$ cat src/design/hmkv_queue.sv
module hmkv_queue #(
   parameter int WIDTH = 8
) (
   input  logic clock,
   input  logic reset,
   input  logic push,
   input  logic [WIDTH-1:0] push_data,
   output logic full,
   input  logic pop,
   output logic head_valid,
   output logic [WIDTH-1:0] head_data
);

   logic [WIDTH-1:0] slot_ff [2];
   logic [WIDTH-1:0] slot_in [2];
   logic [1:0] count_ff, count_in;

   always_comb begin
      slot_in = slot_ff;
      count_in = count_ff;
      if (pop && count_ff != 2'd0) begin
         slot_in[0] = slot_ff[1];
         count_in = count_ff - 2'd1;
      end
      if (push && count_ff != 2'd2) begin
         slot_in[count_in[0]] = push_data;
         count_in = count_in + 2'd1;
      end
   end

   always_ff @(posedge clock) begin
      if (reset) begin
         count_ff <= 2'd0;
      end else begin
         count_ff <= count_in;
      end
      slot_ff <= slot_in;
   end

   assign full = (count_ff == 2'd2);
   assign head_valid = (count_ff != 2'd0);
   assign head_data = slot_ff[0];

endmodule

$ cat config.mk
export PLATFORM = sky130hd
export DESIGN_NAME = hmkv_queue
export DESIGN_NICKNAME = d
export VERILOG_FILES = /design/src/design/hmkv_queue.sv
export SDC_FILE = /design/constraint.sdc
export NUM_CORES = 1
export LEC_CHECK = 0
export BUFFER_PORTS_ARGS = -buffer_cell sky130_fd_sc_hd__buf_4
export CORE_ASPECT_RATIO = 0.8
export CORE_UTILIZATION = 40
export CTS_CLUSTER_SIZE = 20
export DETAILED_ROUTE_END_ITERATION = 12
export GPL_TIMING_DRIVEN = 0
export PLACE_DENSITY = 0.71
export SLEW_MARGIN = 5
export SYNTH_ARGS = -nofsm -noshare
export SYNTH_HDL_FRONTEND = slang
export SYNTH_SLANG_ARGS = --single-unit
$ cat constraint.sdc
create_clock -name clock -period 4.9 [get_ports clock]
set_input_delay 0.98 -clock clock [delete_from_list [all_inputs] [get_ports clock]]
set_output_delay 0.98 -clock clock [all_outputs]
set_load 0.01 [all_outputs]
==> out/summary.md <==
The die covers 2370 µm². The critical path capture point type is an output port. Post-layout net count: 118.

The logs give 586 for the via count of the first global-routing pass and 2460 µm for the global-route wire length before repair. From bottom edge to top edge, the die measures 43.7 µm. The tools report the number of clock sinks as 18. Total non-filler cell area in the finished layout: 1090 µm². The worst pin sits at a relative slew slack of 75.1%. The signal on the critical path passes through inv_1, ha_1, inv_1, buf_4.

The horizontal die dimension came out at 54.2 µm. For the worst setup margin, the log shows 2770 ps. The run finished with clean final reports. Kind of start point of the critical path: a register. First element of the critical path: count_ff[0]. Cell repeated most along the worst path: inv_1. After synthesis the netlist holds a flip-flop and latch count of 18.

The worst register-to-register path begins at count_ff[0]. Yosys mapped the design onto 23 distinct sky130hd cell types. 22 I/O pins were placed. The class of the tightest hold or removal check is register to register. Cell type with the largest total area after synthesis: edfxtp_1.

After filler insertion, the fill cell instance count of the layout stands at 188. The number of gates resized after cts was 0. The average instance in the mapped netlist occupies 11.3 µm².

TritonCTS built the clock tree. Summing every instance area after synthesis gives 871 µm². The transition time at the pin with the least slew margin was 373 ps; the maximum vdd drop was 0.326 mV. The run gives 0 as the final number of hold-violating endpoints.

In this run, post-CTS hold repair placed 0 buffers. The number of H-tree levels came out at 1. Relative to the synthesized area, the layout overhead comes to 25.7%. The placed instance count was 122; the share of the clock period used by the worst path was 43.5%. Counting instances in the post-synthesis netlist gives the leading cell types as dfxtp_1 (10), nand3_1 (10).

The average wire per cell in the routed design works out to 11.2 µm. In this run, the number of DRC markers left after iteration 0 of detailed routing was 7. Using the TritonRoute via totals, the vias-per-cell ratio works out to 4.79. Entering global routing, the biggest net connects 11 pins. The tools report the initial antenna violation count as 0.

Setup repair after global routing left no endpoint under its margin. At the worst endpoint, the required time is 3920 ps. For this run, the top clock speed supported by timing is 469 MHz. In this run the remaining antenna-violating nets after routing total 0. The buffers inserted during post-CTS setup optimization is 0, and the total clock buffers created by CTS is 3. The run gives 717 µW as the sum of internal, switching and leakage power. The tools report the initial cell density of the core as 44.4%. The routed layout has 604 vias. The HPWL after detailed placement is 1060 µm.

At the later pin of the worst-skew pair, clock insertion delay measures 290 ps. The final design utilization was 55.8%; the routability congestion estimate was 0.658. For this run, the total global-route usage over all layers was measured as 15.0%. After detailed routing, the number of remaining DRC violations is 0. The antenna diode instance count is 0, and the total power divided by cell area is 655 nW/µm². Hold is met by 524 ps. Leakage power of the design: 0.474 nW. The run gives 0 as the synthesis warning total.

Family with the most delay on the worst path: flip-flops. The shortest clock period the worst path allows after layout is 2130 ps. The maximum fanout along the worst path came out at 4.

The top flip-flop cell by instance count after synthesis was dfxtp_1. Of the cells placed in the final design, the portion with a size suffix greater than 1 is 48.0%. The tools report the core region area as 1960 µm².

Counting flops with an async set or reset pin after synthesis yields a share of 0%. Ranked by total cell area, the synthesized netlist is headed by edfxtp_1 (28%), dfxtp_1 (23%), mux2i_1 (9.2%). By startpoint and endpoint, the worst setup path is classified as register to output port. The total of buffers placed on input and output ports came out at 21. The routed design has 1410 µm of wire.

When the netlist entered floorplanning its net count stood at 92. The final instance count without filler cells is 126, and the clock slew seen by the registers of the worst setup and hold paths is 100 ps. For the data arrival time of the worst path, the log shows 1150 ps. The tools report the standard cell area after detailed placement as 1060 µm². For the post-route setup TNS, the log shows 0 ps. OpenSTA, run right after detailed placement, puts the worst setup slack at 2560 ps. On the final layout, the worst clock skew is 9.33 ps. Critical path's slowest cell: dfxtp_1.

The number of buffers and inverters on the critical path is 3. The tree is rooted in a clkbuf_4. The post-synthesis sequential area ratio was 50.6%. The first TritonRoute pass finished after 3 iterations.

The tools report the count of pins over their slew limit as 0. The max-capacitance violation count came out at 0. The clock passes through at most 2 buffers. Setup violations remaining at the end of the flow were counted as 0.

Counting every instance in the synthesized netlist gives 77. Counting flops with a built-in enable in the synthesized netlist gives 8. The initialized floorplan defines 14 standard-cell rows. The maximum single-stage delay on the critical path is 400 ps, and the proportion of netlist area held by the largest area contributor is 27.6%. Global routing finished with a remaining overflow of 0.
worst min-delay path, cell delays in order (launching register included):
cell      delay (ps)
edfxtp_1         330
mux2i_1           70
o21ai_2          100
cells in the final DEF (no fill, tap or decap), drive strengths merged, types with 2 or more instances in the layout:
master,netlist,final
ha,3,3
nor2b,2,2
nor2,2,2
o21ai,9,9
nand3,10,10
edfxtp,8,8
buf,12,33
dfxtp,10,10
mux2i,8,8
clkbuf,0,4
nand2b,2,2
inv,5,5
cell type report:
class	count	area, µm²	share of cell area (%)
Multi-Input combinational cell	42	319	29.1
Sequential cell	18	440	40.2
Tap cell	24	30.0	2.74
Buffer	12	92.6	8.46
Timing Repair Buffer	21	158	14.4
Inverter	5	18.8	1.71
Clock buffer	4	36.3	3.31
layer usage:
layer  track usage (%)  vias to the layer above  part of all wire (%)
li1                  -                      312                     -
met1              19.1                      278                    46
met2              22.9                       12                    48
met3              6.32                        2                   4.3
met4              4.62                        0                  0.92
met5                 0                        -                     0
cells by family after synthesis:
logic type,after synthesis,share of synthesized area [%]
AND/OR/NAND/NOR,19,12.1
flip-flops,18,50.6
buffers and inverters,17,12.8
AO/OA/AOI/OAI,11,10.1
multiplexers,8,9.20
adder cells (fa/ha/maj),3,4.31
XOR/XNOR,1,1.01
power by group:
group | leakage [nW] | internal [mW] | switching (mW)
Sequential | 0.158 | 0.221 | 0.0255
Clock | 0.0210 | 0.0452 | 0.0434
Combinational | 0.295 | 0.200 | 0.182
worst paths after layout:
| path | end | slack [ps] | depth (start not counted) |
|---|---|---|---|
| worst max register to register | register | 3030 | 7 |
| worst min-delay path | head_data[7] | 520 | 2 |
| worst min register to register | head_data[7] | 520 | 2 |
| worst max-delay path | head_valid | 2770 | 4 |
(Power assumes the default switching activity.)
