`src/design/hmkv_pkg.sv`:
```
package hmkv_pkg;

   localparam int MAX_BUCKETS_DEFAULT = 128;
   localparam int WAYS_DEFAULT = 8;
   localparam int KEY_WIDTH = 31;
   localparam int VALUE_WIDTH = 31;
   localparam int CSR_WIDTH = 8;
   localparam logic [CSR_WIDTH-1:0] RESET_BUCKETS = 8'd100;

   // key bits folded into the remainder per cycle, and division steps per key
   localparam int DIV_BITS = 4;
   localparam int DIV_STEPS = (KEY_WIDTH + DIV_BITS - 1) / DIV_BITS;
   localparam int DIV_PAD = DIV_STEPS * DIV_BITS;

   localparam logic [1:0] OP_PUT = 2'd0;
   localparam logic [1:0] OP_GET = 2'd1;
   localparam logic [1:0] OP_REMOVE = 2'd2;
   // unused code, answered as a no operation
   localparam logic [1:0] OP_NOP = 2'd3;

   localparam int REQ_WIDTH = 2 + KEY_WIDTH + VALUE_WIDTH;
   localparam int ENTRY_WIDTH = 1 + KEY_WIDTH + VALUE_WIDTH;

   typedef struct packed {
      logic [1:0] op;
      logic [KEY_WIDTH-1:0] key;
      logic [VALUE_WIDTH-1:0] data;
   } req_type;

   typedef struct packed {
      logic valid;
      logic [KEY_WIDTH-1:0] key;
      logic [VALUE_WIDTH-1:0] value;
   } entry_type;

   typedef struct packed {
      logic status;
      logic hit;
      logic [VALUE_WIDTH-1:0] data_out;
   } rsp_type;

endpackage

```
`src/design/hmkv_front.sv`:
```
module hmkv_front #(
   parameter int MAX_BUCKETS = 128,
   parameter int BKW = (MAX_BUCKETS > 1) ? $clog2(MAX_BUCKETS) : 1
) (
   input  logic clock,
   input  logic reset,
   input  logic in_valid,
   output logic in_ready,
   input  hmkv_pkg::req_type in_req,
   input  logic [hmkv_pkg::CSR_WIDTH-1:0] bucket_count,
   input  logic hold,
   output logic out_valid,
   input  logic out_ready,
   output hmkv_pkg::req_type out_req,
   output logic [BKW-1:0] out_bucket
);
   import hmkv_pkg::*;

   localparam int RW = $clog2(MAX_BUCKETS + 1);
   localparam int SCW = (DIV_STEPS > 1) ? $clog2(DIV_STEPS) : 1;

   typedef enum logic [2:0] {
      F_IDLE = 3'b001,
      F_DIV  = 3'b010,
      F_PUSH = 3'b100
   } fstate_type;

   fstate_type state_ff, state_in;
   req_type req_ff, req_in;
   logic [RW-1:0] div_ff, div_in;
   logic [RW-1:0] rem_ff, rem_in;
   logic [DIV_PAD-1:0] sh_ff, sh_in;
   logic [SCW-1:0] cnt_ff, cnt_in;
   logic [RW-1:0] eff;
   logic [RW:0] t;

   always_comb begin
      if (bucket_count == '0) begin
         eff = RW'(1);
      end else if (int'(bucket_count) > MAX_BUCKETS) begin
         eff = RW'(MAX_BUCKETS);
      end else begin
         eff = RW'(bucket_count);
      end
   end

   always_comb begin
      state_in = state_ff;
      req_in = req_ff;
      div_in = div_ff;
      rem_in = rem_ff;
      sh_in = sh_ff;
      cnt_in = cnt_ff;
      t = '0;
      case (state_ff)
         F_IDLE: begin
            if (in_valid && !hold) begin
               req_in = in_req;
               div_in = eff;
               rem_in = '0;
               sh_in = DIV_PAD'(in_req.key);
               cnt_in = '0;
               state_in = F_DIV;
            end
         end
         F_DIV: begin
            // restoring remainder, a few key bits per cycle
            t = {1'b0, rem_ff};
            for (int i = 0; i < DIV_BITS; i++) begin
               t = {t[RW-1:0], sh_ff[DIV_PAD-1-i]};
               if (t >= {1'b0, div_ff}) begin
                  t = t - {1'b0, div_ff};
               end
            end
            rem_in = t[RW-1:0];
            sh_in = sh_ff << DIV_BITS;
            cnt_in = cnt_ff + SCW'(1);
            if (int'(cnt_ff) == DIV_STEPS - 1) begin
               state_in = F_PUSH;
            end
         end
         F_PUSH: begin
            if (out_ready) begin
               state_in = F_IDLE;
            end
         end
         default: state_in = F_IDLE;
      endcase
   end

   always_ff @(posedge clock) begin
      if (reset) begin
         state_ff <= F_IDLE;
      end else begin
         state_ff <= state_in;
      end
      req_ff <= req_in;
      div_ff <= div_in;
      rem_ff <= rem_in;
      sh_ff <= sh_in;
      cnt_ff <= cnt_in;
   end

   assign in_ready = (state_ff == F_IDLE) && !hold;
   assign out_valid = (state_ff == F_PUSH);
   assign out_req = req_ff;
   assign out_bucket = rem_ff[BKW-1:0];

endmodule

```
`config.mk`:
```
export PLATFORM = sky130hd
export DESIGN_NAME = hmkv_front
export DESIGN_NICKNAME = d
export VERILOG_FILES = /design/src/design/hmkv_pkg.sv /design/src/design/hmkv_front.sv
export SDC_FILE = /design/constraint.sdc
export NUM_CORES = 1
export LEC_CHECK = 0
export ABC_AREA = 1
export BUFFER_PORTS_ARGS = -buffer_cell sky130_fd_sc_hd__buf_2
export CAP_MARGIN = 10
export CORE_AREA = 2 2 138 140
export DETAILED_ROUTE_END_ITERATION = 7
export DIE_AREA = 0 0 140 142
export PLACE_DENSITY_LB_ADDON = 0.3
export SETUP_SLACK_MARGIN = 0.05
export SLEW_MARGIN = 5
export SYNTH_ARGS = -nofsm -noshare
export SYNTH_HDL_FRONTEND = slang
export SYNTH_SLANG_ARGS = --single-unit
```
`constraint.sdc`:
```
create_clock -name clock -period 6.3 [get_ports clock]
set_clock_uncertainty 0.05 [all_clocks]
set_input_delay 1.575 -clock clock [delete_from_list [all_inputs] [get_ports clock]]
set_output_delay 1.575 -clock clock [all_outputs]
set_load 0.1 [all_outputs]
```
==> out/qor.yml <==
clocking:
  h-tree-depth: 4
  clk_pin_slew_ns: 0.06
  clockRootBuffer: "clkbuf_16"
  clk_latency_ns: 0.40
  cts_tree: "done"
  cts_sinks: 118
  cts_buffer_depth: 2
  numCtsBuffers: 17
worst_setup_path:
  endpoint_kind: "flop"
  worst-path-max-fanout: 8
  cp.arrival_ns: 6.31
  cp_slowest_cell: "edfxtp_1"
  crit_type: "reg -> reg"
  slowest_delay_ns: 0.48
  crit_top_cell: "nand2_1"
  worstSetupStartpointType: "flop"
  worstPathRequired_ns: 6.50
synth:
  synth_area_sq_mm: 0.006309
  avgSynthCellArea_sq_um: 9.705
  syn_nets: 765
  synth-warning-count: 0
  ys_seq_area_share_pct: 55.69
  synth_seq_cells: 118
  syn_inst: 650
  synth.distinct_cells: 41
cells_and_area:
  multiInputGateArea_sq_mm: 0.002745
  seqCellArea_sq_mm: 0.003513
  final_common_cell: "nand2_1"
  layout.cells.non_filler: 1128
  final_util_pct: 48.07
  final_cell_mix: "nand2_1, buf_2, edfxtp_1, inv_1, buf_4"
  fin_area_sq_mm: 0.008872
  fillers: 1694
  syn_to_final_growth_pct: 40.64
  layout-drive-gt1-share_pct: 38.93
  nets: 997
  antenna_cells: 0
hold_path:
  hp-class: "reg -> reg"
floorplan:
  coreArea_sq_mm: 0.01846
  start_util_pct: 34.18
  die_area_sq_mm: 0.01988
  rows: 50
  dieHeight_microns: 142
  io_pins: 150
  die_x_microns: 140
timing:
  drv_slew: 0
  setup_viol: 0
  hold_viol_final: 0
  fmax_ghz: 0.1637
  rsz0062_at_grt: "yes"
  min_period_ns: 6.107
  tightest_slew_ns: 1.020
  timing.slew.headroom_pct: 31.77
  period_share_pct: 96.94
placed_design:
  io_buffer_count: 149
  post-dp-hpwl_microns: 11800
  gp_congestion: 0.9146
  dp.cells: 1082
  post_dp_cell_area_sq_mm: 0.007759
run_status:
  violations: "DRC"
  status: "finished, violations left"
detailed_routing:
  dr.first_iter.drc_count: 256
  drc_errors: 1
  drt-pass1-iter-count: 7
  vias_per_cell: 4.596
  drt.antenna.violating_nets: 0
  vias: 5184
  routed_wl_microns: 16180
  wl_per_cell_microns: 14.35
grt:
  grt_max_degree: 73
  track_usage_pct: 15.96
  antenna_found_initial: 3
  grt_pass1_wl_microns: 24980
  grt_pass1_vias: 5117
  gr-total-overflow: 0
flow_run:
  max_cap_violations: 0
==> flip-flops by register name, indices dropped and copies added, names as in the netlist <==
register / flops
state_ff: 3
div_ff: 8
rem_ff: 8
sh_ff: 32
out_req: 64
cnt_ff: 3
==> cells in the mapped netlist <==
master,count,area share [%]
a21oi_1,19,1.5
nor3_2,2,0.32
a41oi_2,1,0.26
buf_6,1,0.18
clkbuf_1,7,0.42
nand3_2,6,0.95
ha_1,34,6.7
or2_1,1,0.099
o311ai_0,1,0.14
buf_4,7,0.83
xnor2_1,4,0.56
inv_1,86,5.1
nand2_2,5,0.50
and3_1,1,0.099
o21ai_1,5,0.40
xor2_1,15,2.1
fa_1,4,1.3
nor3_1,2,0.16
o21a_1,1,0.12
a21oi_2,1,0.14
edfxtp_1,115,55
a221oi_1,1,0.14
buf_2,2,0.16
nand3_1,36,2.9
or2_2,2,0.20
nor4_1,1,0.099
nor2_2,1,0.099
nand4_1,7,0.69
o211ai_1,1,0.12
dfxtp_1,3,0.95
nand4_2,1,0.20
nand2_1,201,12
a21oi_4,1,0.26
inv_2,7,0.42
nor2_1,51,3.0
o21bai_1,1,0.12
nand3_4,1,0.28
o21ai_0,7,0.56
nor2_4,4,0.71
nand3b_1,3,0.36
nand2_4,1,0.18
==> critical path: cells and delay by family (launching register included) <==
kind / cells / cell delay, ns
AOI/OAI and AO/OA: 4 / 0.68
adders and majority gates: 5 / 1.39
and+or+nand+nor: 19 / 2.35
buffers and inverters: 9 / 0.85
DFF: 1 / 0.48
xor gates and xnor gates: 1 / 0.17
==> cell type report <==
cell class,count,area share [%]
clock buffer,17,4.795
clock inverter,14,2.242
inverter,93,3.935
multi-input combinational,423,30.94
sequential,118,39.60
tap,234,3.300
timing repair buffer,229,15.19
==> stage by stage <==
| step | setup TNS (ns) | setup WS, ns | hold slack (ns) |
|---|---|---|---|
| floorplan | 0 | 0.4035 | 0.4443 |
| global placement | -0.4489 | -0.06921 | 0.4476 |
| detailed placement | -0.4149 | -0.06495 | 0.4547 |
| CTS | 0 | 0.07001 | 0.4691 |
| global route | -0.5123 | -0.08534 | 0.4865 |
| finish | 0 | 0.1925 | 0.4677 |
==> cell families (layout without fill, tap and decap cells) <==
logic type	count (synthesis)	in the layout	share of synthesized area [%]
and+or+nand+nor	326	327	22.79
DFF	118	118	55.69
buffers and inverters	110	353	7.120
AOI/OAI and AO/OA	39	39	3.749
adders and majority gates	38	38	8.013
xor gates and xnor gates	19	19	2.638
==> repair_timing <==
item	4_1_cts	5_1_grt
buffers inserted	0	13
pin swaps	1	24
gates resized for setup	6	66
hold buffers	0	0
gates cloned	0	2
setup endpoints to repair	8	8
==> worst paths after layout <==
kind / start / endpoint / slack, ns / cells after the start
worst min-delay path: sh_ff[1] / sh_ff[5] / 0.47 / 2
worst max-delay path: div_ff[0] / rem_ff[3] / 0.19 / 38
worst max register to register: div_ff[0] / rem_ff[3] / 0.19 / 38
worst min register to register: sh_ff[1] / sh_ff[5] / 0.47 / 2
==> layer usage <==
layer	wire, microns	track usage [%]	part of all wire [%]
met4	421	5.369	2.6
met5	34	0	0.21
met2	7847	27.17	48
met1	6691	18.87	41
met3	1188	5.720	7.3
Power is not shown: default switching activity piles up to over one toggle a cycle in this logic, so the estimate is an artifact.
